--- src/design/seau_pkg.sv ---
// shared types, constants and codes of the silhouette edge accumulator
package seau_pkg;

  localparam int NVTX    = 1024;
  localparam int EPV     = 32;
  localparam int VTX_W   = $clog2(NVTX);
  localparam int K_W     = $clog2(EPV);
  localparam int LEN_W   = $clog2(EPV + 1);
  localparam int CNT_W   = 8;
  localparam int ENT_W   = VTX_W + CNT_W;
  localparam int EDGE_AW = VTX_W + K_W;
  localparam int FAR_W   = 11;
  localparam int CAP_W   = 14;
  localparam int AVAIL_W = 12;
  localparam int MAG_W   = CNT_W + 1;
  localparam int COPY_W  = 8;
  localparam int PROD_W  = 2 * CAP_W;
  // floor(x / 6) for x below 2^14 is (x * 10923) >> 16
  localparam int RECIP   = 10923;
  localparam int RECIP_SH = 16;
  localparam int QUAD    = 6;
  localparam int CFG_W   = CAP_W;
  localparam logic [CAP_W-1:0] CAP_RESET = CAP_W'(8192);

  typedef enum logic [1:0] {
    OP_ADD   = 2'd0,
    OP_CLEAR = 2'd1,
    OP_START = 2'd2,
    OP_EMIT  = 2'd3
  } op_t;

  typedef enum logic {
    CFG_VCOUNT = 1'b0,
    CFG_CAP    = 1'b1
  } cfg_idx_t;

  typedef struct packed {
    logic [1:0]       op;
    logic [VTX_W-1:0] vertex_a;
    logic [VTX_W-1:0] vertex_b;
  } item_t;

  typedef struct packed {
    logic              valid_res;
    logic [VTX_W-1:0]  near_start;
    logic [VTX_W-1:0]  near_end;
    logic [FAR_W-1:0]  far_start;
    logic [FAR_W-1:0]  far_end;
    logic [COPY_W-1:0] copies;
    logic              exhausted;
    logic              last;
  } result_t;

  typedef struct packed {
    logic              restart;
    logic              load_prod;
    logic              load_avail;
    logic              charge;
    logic [COPY_W-1:0] copies;
  } bud_cmd_t;

endpackage

--- src/design/seau_budget.sv ---
// index budget: index counter and remaining whole quads
module seau_budget (
  input  logic                     clk,
  input  logic                     rst,
  input  logic [seau_pkg::CAP_W-1:0] cap,
  input  seau_pkg::bud_cmd_t       cmd,
  output logic [seau_pkg::AVAIL_W-1:0] avail
);
  import seau_pkg::*;

  logic [CAP_W-1:0]  index_counter;
  logic [PROD_W-1:0] prod;
  logic [CAP_W:0]    diff;
  logic [CAP_W-1:0]  charge_amt;

  assign diff = {1'b0, cap} - {1'b0, index_counter};
  // six indices per quad
  assign charge_amt = (CAP_W'(cmd.copies) << 2) + (CAP_W'(cmd.copies) << 1);

  always_ff @(posedge clk) begin
    if (rst) begin
      index_counter <= '0;
      avail <= '0;
    end else begin
      if (cmd.restart) begin
        index_counter <= '0;
      end
      if (cmd.load_avail) begin
        avail <= AVAIL_W'(prod >> RECIP_SH);
      end
      if (cmd.charge) begin
        avail <= avail - AVAIL_W'(cmd.copies);
        index_counter <= index_counter + charge_amt;
      end
    end
  end

  // room left divided by six, via reciprocal product
  always_ff @(posedge clk) begin
    if (cmd.load_prod) begin
      if (diff[CAP_W]) begin
        prod <= '0;
      end else begin
        prod <= PROD_W'(diff[CAP_W-1:0]) * PROD_W'(RECIP);
      end
    end
  end

endmodule

--- config.mk ---
export PLATFORM = sky130hd
export DESIGN_NAME = seau_budget
export DESIGN_NICKNAME = d
export VERILOG_FILES = /design/src/design/seau_pkg.sv /design/src/design/seau_budget.sv
export SDC_FILE = /design/constraint.sdc
export NUM_CORES = 1
export LEC_CHECK = 0
export ABC_AREA = 0
export BUFFER_PORTS_ARGS = -buffer_cell sky130_fd_sc_hd__buf_2
export CAP_MARGIN = 30
export CORE_ASPECT_RATIO = 1.2
export CORE_MARGIN = 4
export CORE_UTILIZATION = 40
export CTS_CLUSTER_SIZE = 12
export DETAILED_ROUTE_END_ITERATION = 10
export PLACE_DENSITY = 0.58
export RECOVER_POWER = 25
export SYNTH_ARGS = -nofsm -noshare
export SYNTH_HDL_FRONTEND = slang
export SYNTH_SLANG_ARGS = --single-unit
--- constraint.sdc ---
create_clock -name clk -period 10.2 [get_ports clk]
set_clock_uncertainty 0.15 [all_clocks]
set_input_delay 2.04 -clock clk [delete_from_list [all_inputs] [get_ports clk]]
set_output_delay 2.04 -clock clk [all_outputs]
set_load 0.01 [all_outputs]
# Yosys cells after proc, flatten, opt, wreduce, memory -nomap -nowiden
# Cells that the tools add are included.
# totals
reg_bits	54
inputBits	28
out_inout_bits	12
elab_cells	14
# op_classes
addsub	4
n_mul	1
mux	4
n_reduce_logical	2
# ops
op	count
multiplier 14 x 14 -> 28 bit (second input constant)	1
two-way mux 14 bit	2
two-way mux 12 bit	2
subtractor 14 x 14 -> 15 bit	1
adder 14 x 11 -> 14 bit	1
subtractor 12 x 8 -> 12 bit	1
adder 10 x 9 -> 11 bit	1
nonzero test 2 bit	2

# Longest topological paths before layout
# logic_depth
ltp_word	3
mapped_depth	26
ltp_nobuf	26

# Least setup slack after synthesis
# OpenSTA, ideal clock, no wires.
# synth_timing
path_kind	input to register
start	input cap[2] (netlist bit)
end	register prod[19] (data pin)
setup_ns	0.257
t_arrival_ns	8.046
t_required_ns	9.793
setup_slack_ns	1.747
stages	22
path_buffers	0
path_cell_list	ha_1 -> nor2b_1 -> o21a_1 -> a311o_2 -> o31ai_4 -> xnor2_2 -> ha_1 -> ha_1 -> fa_1 -> fa_1 -> fa_1 -> inv_1 -> fa_1 -> inv_1 -> ha_1 -> and3_1 -> a221o_1 -> a21o_1 -> o211ai_1 -> nor2b_1 -> xnor2_1 -> nor2_1
# synth_via
elab_chain_cells	2
# synth_lines
item	line_no	text
from (decl)	seau_budget.sv:5	input logic [seau_pkg::CAP_W-1:0] cap,
subtractor 14 x 14 -> 15 bit *	seau_budget.sv:16	assign diff = {1'b0, cap} - {1'b0, index_counter};
multiplier 14 x 14 -> 28 bit	seau_budget.sv:44	prod <= PROD_W'(diff[CAP_W-1:0]) * PROD_W'(RECIP);
to (signal assigned)	seau_budget.sv:44	
to (decl)	seau_budget.sv:12	logic [PROD_W-1:0] prod;
# Every way passes the cells marked *; elsewhere a longest branch is shown, timed or not.
# A chain may end at the register's enable or synchronous reset.

# Worst setup path in the final report
# layout_timing
start	input cap[2] (netlist bit)
end	register prod[23] (data pin)
# The elaborated chain is that of the path after synthesis.

==> flow_summary.yaml <==
outcome:
  status: "complete, no violations"
setup_path:
  slowest_delay_ns: 0.55
  path_class: "in2reg"
  critPathArrivalTime_ns: 8.77
  critPathRequiredTime_ns: 10.07
  crit_path_max_fanout: 7
  cp-end-kind: "flop"
  r2r_cells: 23
  rrSetupSlack_ns: 2.73
  critical_path.slowest_cell: "fa_1"
  rr_startpoint: "index_counter[2]"
  r2r-end: "prod[23]"
  startpoint_type: "input port"
  crit_chain: "buf_2, ha_1, nor2b_1, o21a_1, a311o_2, xnor2_1, inv_1, ha_1, ha_1, fa_1, fa_1, fa_1, inv_1, fa_1, inv_1, ha_1, and3_1, a221o_1, a21o_1, o211ai_1, o21ai_0, xnor2_1, nor2_1"
routing:
  met2WireLength_mm: 7.56
  drtIter0Drc: 227
  drc: 0
  vias: 4922
  wl_per_cell_um: 15.5
  ant_nets: 0
  met1Wirelength_mm: 6.17
  top_layer_used: "met4"
  wl_met3_um: 478
  drt_first_pass_iters: 4
  routed_via_density: 5.22
  wirelength_mm: 14.6
sta:
  slew_headroom_pct: 43.7
  worst_pin_slew_ns: 0.839
  period_minus_slack_ns: 8.90
  drv_slew: 0
  fin_ws_ns: 1.30
  finalHoldViolCount: 0
  setup_viol: 0
  finalSetupTns_ns: 0
  finalCritPeriodShare_pct: 87.3
  fmax_mhz: 112
  rsz0062_at_grt: "no"
place:
  place_congestion: 0.894
  dp.cells: 935
  port_buffers: 39
  pre_cts_ws_ns: 1.04
  dp_hpwl_mm: 12.9
  dpl_cell_area_um2: 6770
synthesis:
  synth_warnings: 0
  synth_top_family_by_area: "adder cells"
  synth_xor_area_share_pct: 6.59
  synth_edf_count: 12
  yosysSeqAreaShare_pct: 13.5
  synth_area_um2: 6360
  synth_async_sr_flop_share_pct: 0
  ys_ff_latch: 37
  yosysTopAreaCellShare_pct: 24.8
  syn_inst: 701
  yosysTopAreaCell: "ha_1"
  avgSynthCellArea_um2: 9.07
  synth_nets: 916
  yosys_most_used_dff: "dfxtp_1"
  synth_compound_area_share_pct: 16.8
  synth_cell_types: 53
  yosys.area_share.simple_pct: 10.6
  muxShareOfSynthArea_pct: 0.492
  synth_area_leaders: "ha_1, fa_1, dfxtp_1, inv_1, edfxtp_1"
  synth-adder-area-share_pct: 44.0
worst_hold_path:
  hold_depth: 2
  hp-class: "reg2reg"
  min_to: "index_counter[12]"
  hp-start: "index_counter[12]"
global_route:
  track_usage_pct: 16.5
  grt_pass1_wl_mm: 23.9
  grt_max_degree: 50
  antenna_found_initial: 0
  grt_pass1_vias: 4925
  globalRouteOverflowTotal: 0
finish:
  fillers: 1539
  final_cell_area_um2: 6910
  final_cells: 943
  areaGrowthSynthToFinish_pct: 8.60
  final_cell_mix: "ha_1, inv_1, fa_1, nor2_1, a21oi_1"
  insertedDiodeCount: 0
  drive_gt1_share_pct: 7.48
  final_common_cell: "ha_1"
  nNetsFinal: 949
cts:
  clk_latency_ns: 0.28
  path_clk_slew_ns: 0.06
  cts_setup_buffers: 0
  hold_buffers: 0
  cts-root-buf: "clkbuf_16"
  clock_sinks: 37
  h-tree-depth: 2
  cts_tree: "yes"
  cts_buffers: 5
  cts.path.max_buffers: 2
  cts_resized: 0
job:
  drv_cap: 0
die:
  dieWidth_um: 123
  ios: 40
  core_area_um2: 15600
  die_y_um: 146
  num_rows: 50
  start_util_pct: 40.8
  dieArea_um2: 18000
==> worst max-delay path, delay by kind of cell <==
| kind | cells | cell delay, ns |
|---|---|---|
| fa+ha+maj | 8 | 3.37 |
| compound gates | 6 | 1.99 |
| xor+xnor | 2 | 0.60 |
| simple gates | 3 | 0.41 |
| buf+inv | 4 | 0.34 |
==> layer usage <==
layer	GRT usage [%]	vias to the layer above
li1	-	2486
met1	20.6	2334
met4	5.82	0
met3	1.20	19
met5	0	-
met2	29.5	83
==> sequential cells by signal (all words and copies together), names as in the netlist <==
register,count
index_counter,13
avail,12
prod,12
==> metrics by stage <==
step,hold WS (ns),utilization [%]
global route,0.400,44.3
detailed placement,0.353,43.4
floorplan,0.316,-
finish,0.376,44.3
global placement,0.341,43.4
CTS,0.364,44.4
==> cell usage after synthesis, types with 2 or more instances <==
cell type	number
a211o_1	4
o21a_1	15
o31ai_1	3
edfxtp_1	12
and3_1	7
a21o_1	24
a31oi_1	5
clkbuf_1	11
xor2_1	11
o211ai_1	5
o2111ai_1	3
and4_1	3
ha_1	126
mux2i_1	2
a21oi_1	40
dfxtp_1	25
a211oi_1	18
nand2b_1	6
o21ai_0	24
a221o_1	4
nand4_1	4
nor2_1	41
or3_1	2
nand3_1	7
xnor2_2	2
nor2b_1	12
nor3_1	19
fa_1	61
xnor2_1	30
nand2_1	29
o21bai_1	4
inv_1	121
==> how the worst max path moves through the flow <==
stage	from	slack, ns	endpoint
global placement	cap[2]	1.15	prod[25]
finish	cap[2]	1.30	prod[23]
global route	cap[2]	0.98	prod[23]
detailed placement	cap[2]	1.04	prod[23]
floorplan	cap[2]	1.75	prod[19]
CTS	cap[2]	1.31	prod[23]
==> cells by family (layout without fill, tap and decap cells) <==
family                   Yosys count  count (layout)
buffers and inverters            134             168
AO/OA/AOI/OAI                    158             158
other                              1               1
flip-flops                        37              37
multiplexers                       3               3
XOR/XNOR                          44              44
AND/OR/NAND/NOR                  137             137
adder cells (fa/ha/maj)          187             187
==> cell type report <==
| type | count | area, um^2 | share of cell area, % |
|---|---|---|---|
| flip-flops and latches | 37 | 861 | 12.5 |
| inverters | 121 | 454 | 6.57 |
| repair buffers | 39 | 190 | 2.75 |
| clock buffers | 5 | 125 | 1.81 |
| well taps | 208 | 260 | 3.77 |
| clock inverters | 3 | 21.3 | 0.308 |
| multi-input cells | 530 | 5000 | 72.3 |
Power is left out: the tool's default activity adds up to more than one toggle a clock period on the data nets, which glitch-free logic cannot reach.
