--- config.mk ---
export PLATFORM = sky130hd
export DESIGN_NAME = seau_ram
export DESIGN_NICKNAME = d
export VERILOG_FILES = /design/src/design/seau_ram.sv
export SDC_FILE = /design/constraint.sdc
export NUM_CORES = 1
export LEC_CHECK = 0
export BUFFER_PORTS_ARGS = -buffer_cell sky130_fd_sc_hd__buf_2
export CORE_MARGIN = 2
export CORE_UTILIZATION = 60
export DETAILED_ROUTE_END_ITERATION = 7
export PLACE_DENSITY = 0.78
export SKIP_LAST_GASP = 1
export SLEW_MARGIN = 20
export SYNTH_ARGS = -nofsm -noshare
export SYNTH_HDL_FRONTEND = slang
export SYNTH_SLANG_ARGS = --single-unit
--- constraint.sdc ---
create_clock -name clk -period 4.9 [get_ports clk]
set_input_delay 0.98 -clock clk [delete_from_list [all_inputs] [get_ports clk]]
set_output_delay 0.98 -clock clk [all_outputs]
set_load 0.05 [all_outputs]
--- src/design/seau_ram.sv ---
// generic simple dual port ram with registered read
module seau_ram #(
  parameter int WIDTH = 8,
  parameter int DEPTH = 16
) (
  input  logic                     clk,
  input  logic                     we,
  input  logic [$clog2(DEPTH)-1:0] waddr,
  input  logic [WIDTH-1:0]         wdata,
  input  logic                     re,
  input  logic [$clog2(DEPTH)-1:0] raddr,
  output logic [WIDTH-1:0]         rdata
);

  logic [WIDTH-1:0] mem [DEPTH];

  // write port
  always_ff @(posedge clk) begin
    if (we) begin
      mem[waddr] <= wdata;
    end
  end

  // registered read port, holds when idle
  always_ff @(posedge clk) begin
    if (re) begin
      rdata <= mem[raddr];
    end
  end

endmodule

## Word-level counts from Yosys, hierarchy flattened

Memory sizes are Yosys's and may differ from the RTL's. A register that Yosys moved wholly into a read port is not among the register bits.
Index checks and enable logic that the tools add are counted.

- Bits in writable memories: 128
- Bits in registers: 0
- Word-level logic and storage cells: 3
- Memories kept: 1
- Bits of input ports: 19
- Output and inout bits: 8

- Multiplexer cells: 2

Memory list:

| memory | words | bits a word | rd ports | clocked after memory_dff | wr ports | RTL line | text |
|---|---|---|---|---|---|---|---|
| mem | 16 | 8 | 1 | 1 | 1 | 15 | `logic [WIDTH-1:0] mem [DEPTH];` |

Operators by type and width:

| kind | number |
|---|---|
| $mux W1 | 2 |

## Longest topological paths before layout

Gate-level depths: netlist of the first run.

- Word-level depth: 2
- Depth in mapped cells: 5
- Gate-level depth less buffers: 3

## Worst setup path after synthesis of the first run

Ideal clock, no wire load.

- Path type: input -> register
- From: input waddr[2]
- To: memory mem[0][0] (enable)
- Path slack: 2427 ps
- Stages on the path: 2
- Buffers on the path: 0
- Arrival time: 2090 ps
- Setup time: 383 ps
- Required time: 4517 ps
- Cell sequence: or3b_2 > nor3_1

RTL lines:

| element | RTL line | text |
|---|---|---|
| from (decl) | 8 | `input logic [$clog2(DEPTH)-1:0] waddr,` |
| to (decl) | 15 |  |

No word-level cell before the write port.

==> metrics.yaml, run 1 <==
status: "complete, no violations"
grt_pass1_vias: 2502
num_antenna_cells: 0
routedWlPerCell_um: 24.6
ctsHoldBuffers: 0
synth_flop_cell: "edfxtp_1"
fin_ws_ns: 2.37
p_leak_nw: 1.98
pre_cts_slack_ns: 1.76
yosysTopAreaCell: "edfxtp_1"
gp_congestion: 0.733
vias_per_cell: 6.28
coreArea_um2: 8590
htreeDepth: 4
postPlaceCellArea_um2: 5430
cts.sinks: 136
seq_area_frac_synth: 0.781
cts_buffers: 17
ys_async_sr_fraction: 0
power_frac_comb: 0.051
clock_tree.buffer_depth: 2
drive_gt1_frac: 0.269
internal_power_mw: 2.02
clk_pin_slew_ns: 0.06
synth.area.top_cells: "edfxtp_1 (78%), mux4_2 (7.8%), mux4_1 (7.0%), a22oi_1 (2.3%), nor2_1 (0.93%)"
syn2layout_area_growth_pct: 13.7
yosys_warnings: 0
period_minus_slack_ns: 2.53
p_per_area_nw_per_um2: 428
setup_viol: 0
dr.pass1.iters: 4
path_max_fanout: 32
grt_pass1_wl_um: 14700
grt_max_degree: 33
num_rows: 34
clkLatencyLatePin_ns: 0.52
cts_tree: "done"
fin_util: 0.692
syn-num-nets: 248
power.share.sequential: 0.519
hold_path_class: "reg -> reg"
die_h_um: 97.3
p_sw_frac: 0.207
tns_ns: 0
ant_nets: 0
antenna_found_initial: 0
relSlewSlack: 0.305
finClkSkew_ns: 0.00622
worst_path_largest_cell_delay_ns: 0.77
wl_um: 9530
period_share: 0.517
synthCells: 229
dieArea_um2: 9480
grt_setup_unrepaired: "false"
postCtsSetupBuffers: 0
root_buffer: "clkbuf_8"
cts_resized: 0
worstPathBufferInverterCount: 1
slowest_stage: "buf_2"
grt.total_usage: 0.219
cp-start-kind: "input pin"
tightestPinTransition_ns: 1.04
syn_area_per_cell_um2: 22.8
end_kind: "flip-flop"
finalMaxSlewViolations: 0
ys_types: 18
die_w_um: 97.3
floorplan.initialDensity: 0.608
boundaryPins: 27
drc: 0
critPathTopFamily: "buffers and inverters"
hold_viol: 0
synth.top_cell.area_share: 0.781
path_class: "in -> reg"
synth_edf_count: 136
peakVddDrop_uv: 294
final_area_um2: 5940
syn_area_um2: 5230
synthTopCellsByCount: "edfxtp_1 (136), mux4_2 (18), a22oi_1 (16)"
ys_seq_elements: 136
drtIter0Drc: 202
place.port_buffers: 26
yosysMostFrequentCell: "edfxtp_1"
crit_chain: "buf_2, mux4_1, a22oi_1, nand2_1"
required_ns: 5.16
vias: 2429
multi_input_area_um2: 1060
dpl.hpwl_um: 5720
drv_cap: 0
crit_arrival_ns: 2.79
grt_remaining_overflow: 0
nets: 286
power.switching_uw: 525
nFillCells: 516
max_freq_mhz: 395
seq_area_um2: 4080
clkPwrFrac: 0.430
final cells by class:
type	count	area share
clock buffer	20	0.0716
clock inverter	11	0.0141
multi-input combinational	83	0.179
sequential	136	0.687
tap	108	0.0227
timing repair buffer	29	0.0257
routing by layer:
layer  vias to the layer above  GRT usage  wire length (um)
met3                        18     0.0597               556
met5                         -          0                 0
met2                        89      0.332              4760
li1                       1056          -                 -
met4                         0     0.0897               172
met1                      1266      0.311              4040
cells by family after synthesis:
| family | share of synthesized area |
|---|---|
| multiplexers | 0.148 |
| AND/OR/NAND/NOR | 0.0314 |
| AO/OA/AOI/OAI | 0.0230 |
| buffers and inverters | 0.0165 |
| flip-flops | 0.781 |
cell usage in the layout (no fill, tap or decap):
cell type   synthesis  routed
buf_4               1       3
nand3_1             1       1
bufinv_16           0       1
nand2_1             9       9
clkbuf_16           0      16
clkinv_1            0       2
or3b_2              1       1
clkinv_2            0       6
nand2b_1            2       2
nor3_2              0       1
nor2_1             13      13
clkbuf_1            0       3
clkinv_4            0       1
mux4_2             18      18
a22oi_1            16      16
buf_2               3      26
edfxtp_1          136     136
nand3b_1            2       2
and2b_1             1       1
clkinvlp_4          0       1
mux4_1             14      14
clkbuf_8            0       1
nor2b_1             1       1
and2_1              1       1
nor3_1              4       3
worst min-delay path, cell delays in order (launching register included):
cell and delay [ns]:
edfxtp_1 0.32, mux4_2 0.22, a22oi_1 0.05, nand2_1 0.05
power groups by stage:
stage                     logic [mW]  registers (mW)  clock network (mW)
after floorplan               0.0661            1.36                   0
after CTS                      0.132            1.32                1.11
after global routing           0.140            1.32                1.15
after global placement         0.128            1.34                   0
after detailed placement       0.131            1.34                   0
final                          0.130            1.32                1.09
sequential cells by signal (all words and copies together) (netlist names):
name / flops
rdata: 8
mem: 128
worst paths after layout:
check                                          start                 end  slack [ns]  cells past startpoint
worst max-delay path                        raddr[0]  rdata[5]$_DFFE_PP_        2.37                      4
worst min-delay path            mem[15][2]$_DFFE_PP_  rdata[2]$_DFFE_PP_        0.75                      3
worst max register to register  mem[11][6]$_DFFE_PP_  rdata[6]$_DFFE_PP_        3.41                      3
worst min register to register  mem[15][2]$_DFFE_PP_  rdata[2]$_DFFE_PP_        0.75                      3
stage by stage:
stage	hold slack [ns]	total power [mW]	cells
2_1_floorplan	0.705	1.43	229
3_3_place_gp	0.724	1.47	356
3_5_place_dp	0.735	1.47	356
4_1_cts	0.750	2.56	387
5_1_grt	0.754	2.61	387
6_report	0.747	2.54	387
Power figures use the tool's default switching activity.
==> run 2: changes to the inputs <==
--- a/config.mk
+++ b/config.mk
@@ -7,9 +7,9 @@
 export LEC_CHECK = 0
 export BUFFER_PORTS_ARGS = -buffer_cell sky130_fd_sc_hd__buf_2
 export CORE_MARGIN = 2
-export CORE_UTILIZATION = 60
+export CORE_UTILIZATION = 54
 export DETAILED_ROUTE_END_ITERATION = 7
-export PLACE_DENSITY = 0.78
+export PLACE_DENSITY = 0.74
 export SKIP_LAST_GASP = 1
 export SLEW_MARGIN = 20
 export SYNTH_ARGS = -nofsm -noshare
==> constraint.sdc (replaced) <==
create_clock -name clk -period 2.2 [get_ports clk]
set_input_delay 0.44 -clock clk [delete_from_list [all_inputs] [get_ports clk]]
set_output_delay 0.44 -clock clk [all_outputs]
set_load 0.05 [all_outputs]
==> metrics.yaml, run 2 (synthesized netlist as in run 1, its figures left out) <==
drc: 0
end_kind: "primary output"
min_from: "re"
required_ns: 1.76
period_minus_slack_ns: 1.57
clk_pin_slew_ns: 0.06
drive_gt1_frac: 0.326
worst_path_largest_cell_delay_ns: 0.40
max_freq_mhz: 635
tightestPinTransition_ns: 0.629
cp-start-kind: "flip-flop"
power_frac_comb: 0.054
syn2layout_area_growth_pct: 18.1
clkPwrFrac: 0.439
coreArea_um2: 9330
p_per_area_nw_per_um2: 939
wl_um: 9730
clock_tree.buffer_depth: 2
ant_nets: 0
fin_util: 0.662
relSlewSlack: 0.580
num_antenna_cells: 0
clkLatencyLatePin_ns: 0.51
place.port_buffers: 26
top_register: "mem"
grt_pass1_vias: 2570
largest_reg_flops: 128
hold_viol: 0
status: "complete, no violations"
postCtsSetupBuffers: 0
drtIter0Drc: 256
die_h_um: 102
dieArea_um2: 10500
grt_pass1_wl_um: 15100
setup_viol: 0
pre_cts_slack_ns: 0.182
grt.total_usage: 0.211
mostFrequentLayoutCells: "edfxtp_1 (136), buf_2 (26), mux4_2 (18), buf_4 (18)"
grt_remaining_overflow: 0
regToRegSetupSlack_ns: 0.72
whs_path_depth: 1
die_w_um: 102
finalMaxSlewViolations: 0
worstPathBufferInverterCount: 1
worstHoldEndpoint: "rdata[0]$_DFFE_PP_"
power.share.sequential: 0.507
critPathTopFamily: "flip-flops"
routedWlPerCell_um: 22.8
num_rows: 35
ctsHoldBuffers: 0
r2r_cells: 3
hold_slack_ns: 0.301
slowest_stage: "edfxtp_1"
path_max_fanout: 1
gp_congestion: 0.791
p_leak_nw: 2.09
internal_power_mw: 4.54
hold_path_class: "in -> reg"
drv_cap: 0
vias_per_cell: 5.82
grt_max_degree: 33
cts_buffers: 17
crit_arrival_ns: 1.13
crit_chain: "buf_2"
tns_ns: 0
dr.pass1.iters: 4
power.switching_mw: 1.25
boundaryPins: 27
antenna_found_initial: 0
final_area_um2: 6170
floorplan.initialDensity: 0.560
fin_ws_ns: 0.626
mostFrequentLayoutCell: "edfxtp_1"
postPlaceCellArea_um2: 5630
nets: 304
r2r_end: "rdata[2]$_DFFE_PP_"
grt_setup_unrepaired: "false"
cts.sinks: 136
peakVddDrop_uv: 496
period_share: 0.715
vias: 2487
rr_startpoint: "mem[6][2]$_DFFE_PP_"
finClkSkew_ns: 0.00711
htreeDepth: 4
path_class: "reg -> out"
cts_resized: 0
root_buffer: "clkbuf_8"
cts_tree: "done"
p_sw_frac: 0.216
reg.largest.list: "mem (128), rdata (8)"
dpl.hpwl_um: 6350
[run 2: area by class of cell]
type | instances | area (um^2)
sequential | 136 | 4080
fill | 597 | 3160
multi-input combinational | 83 | 1060
clock buffer | 18 | 418
timing repair buffer | 47 | 325
tap | 129 | 161
clock inverter | 14 | 126
[run 2: how the worst max path moves through the flow]
stage | start | end | slack, ns | cells past startpoint
final | rdata[1]$_DFFE_PP_ | rdata[1] | 0.63 | 1
after global routing | rdata[1]$_DFFE_PP_ | rdata[1] | 0.57 | 1
after CTS | rdata[1]$_DFFE_PP_ | rdata[1] | 0.59 | 1
after detailed placement | raddr[0] | rdata[5]$_DFFE_PP_ | 0.18 | 5
after global placement | raddr[0] | rdata[5]$_DFFE_PP_ | 0.23 | 5
after floorplan | waddr[2] | mem[0][0]$_DFFE_PP_ | 0.27 | 2
[run 2: layer usage]
layer	track usage	vias up	wire length (um)
met5	0	-	0
met4	0.0738	0	108
met3	0.0520	10	527
met2	0.350	100	5190
met1	0.276	1281	3900
li1	-	1096	-
[run 2: through the flow]
stage / total power [mW] / instances
final: 5.79 / 427
after global routing: 5.97 / 427
after CTS: 5.84 / 427
after detailed placement: 3.31 / 395
after global placement: 3.30 / 395
after floorplan: 3.18 / 229
[run 2: power by group through the flow]
stage	Clock, mW	Sequential [mW]	Combinational [mW]
finish	2.55	2.94	0.312
floorplan	0	3.03	0.147
CTS	2.58	2.94	0.317
global route	2.69	2.94	0.337
global placement	0	2.99	0.308
detailed placement	0	2.99	0.316
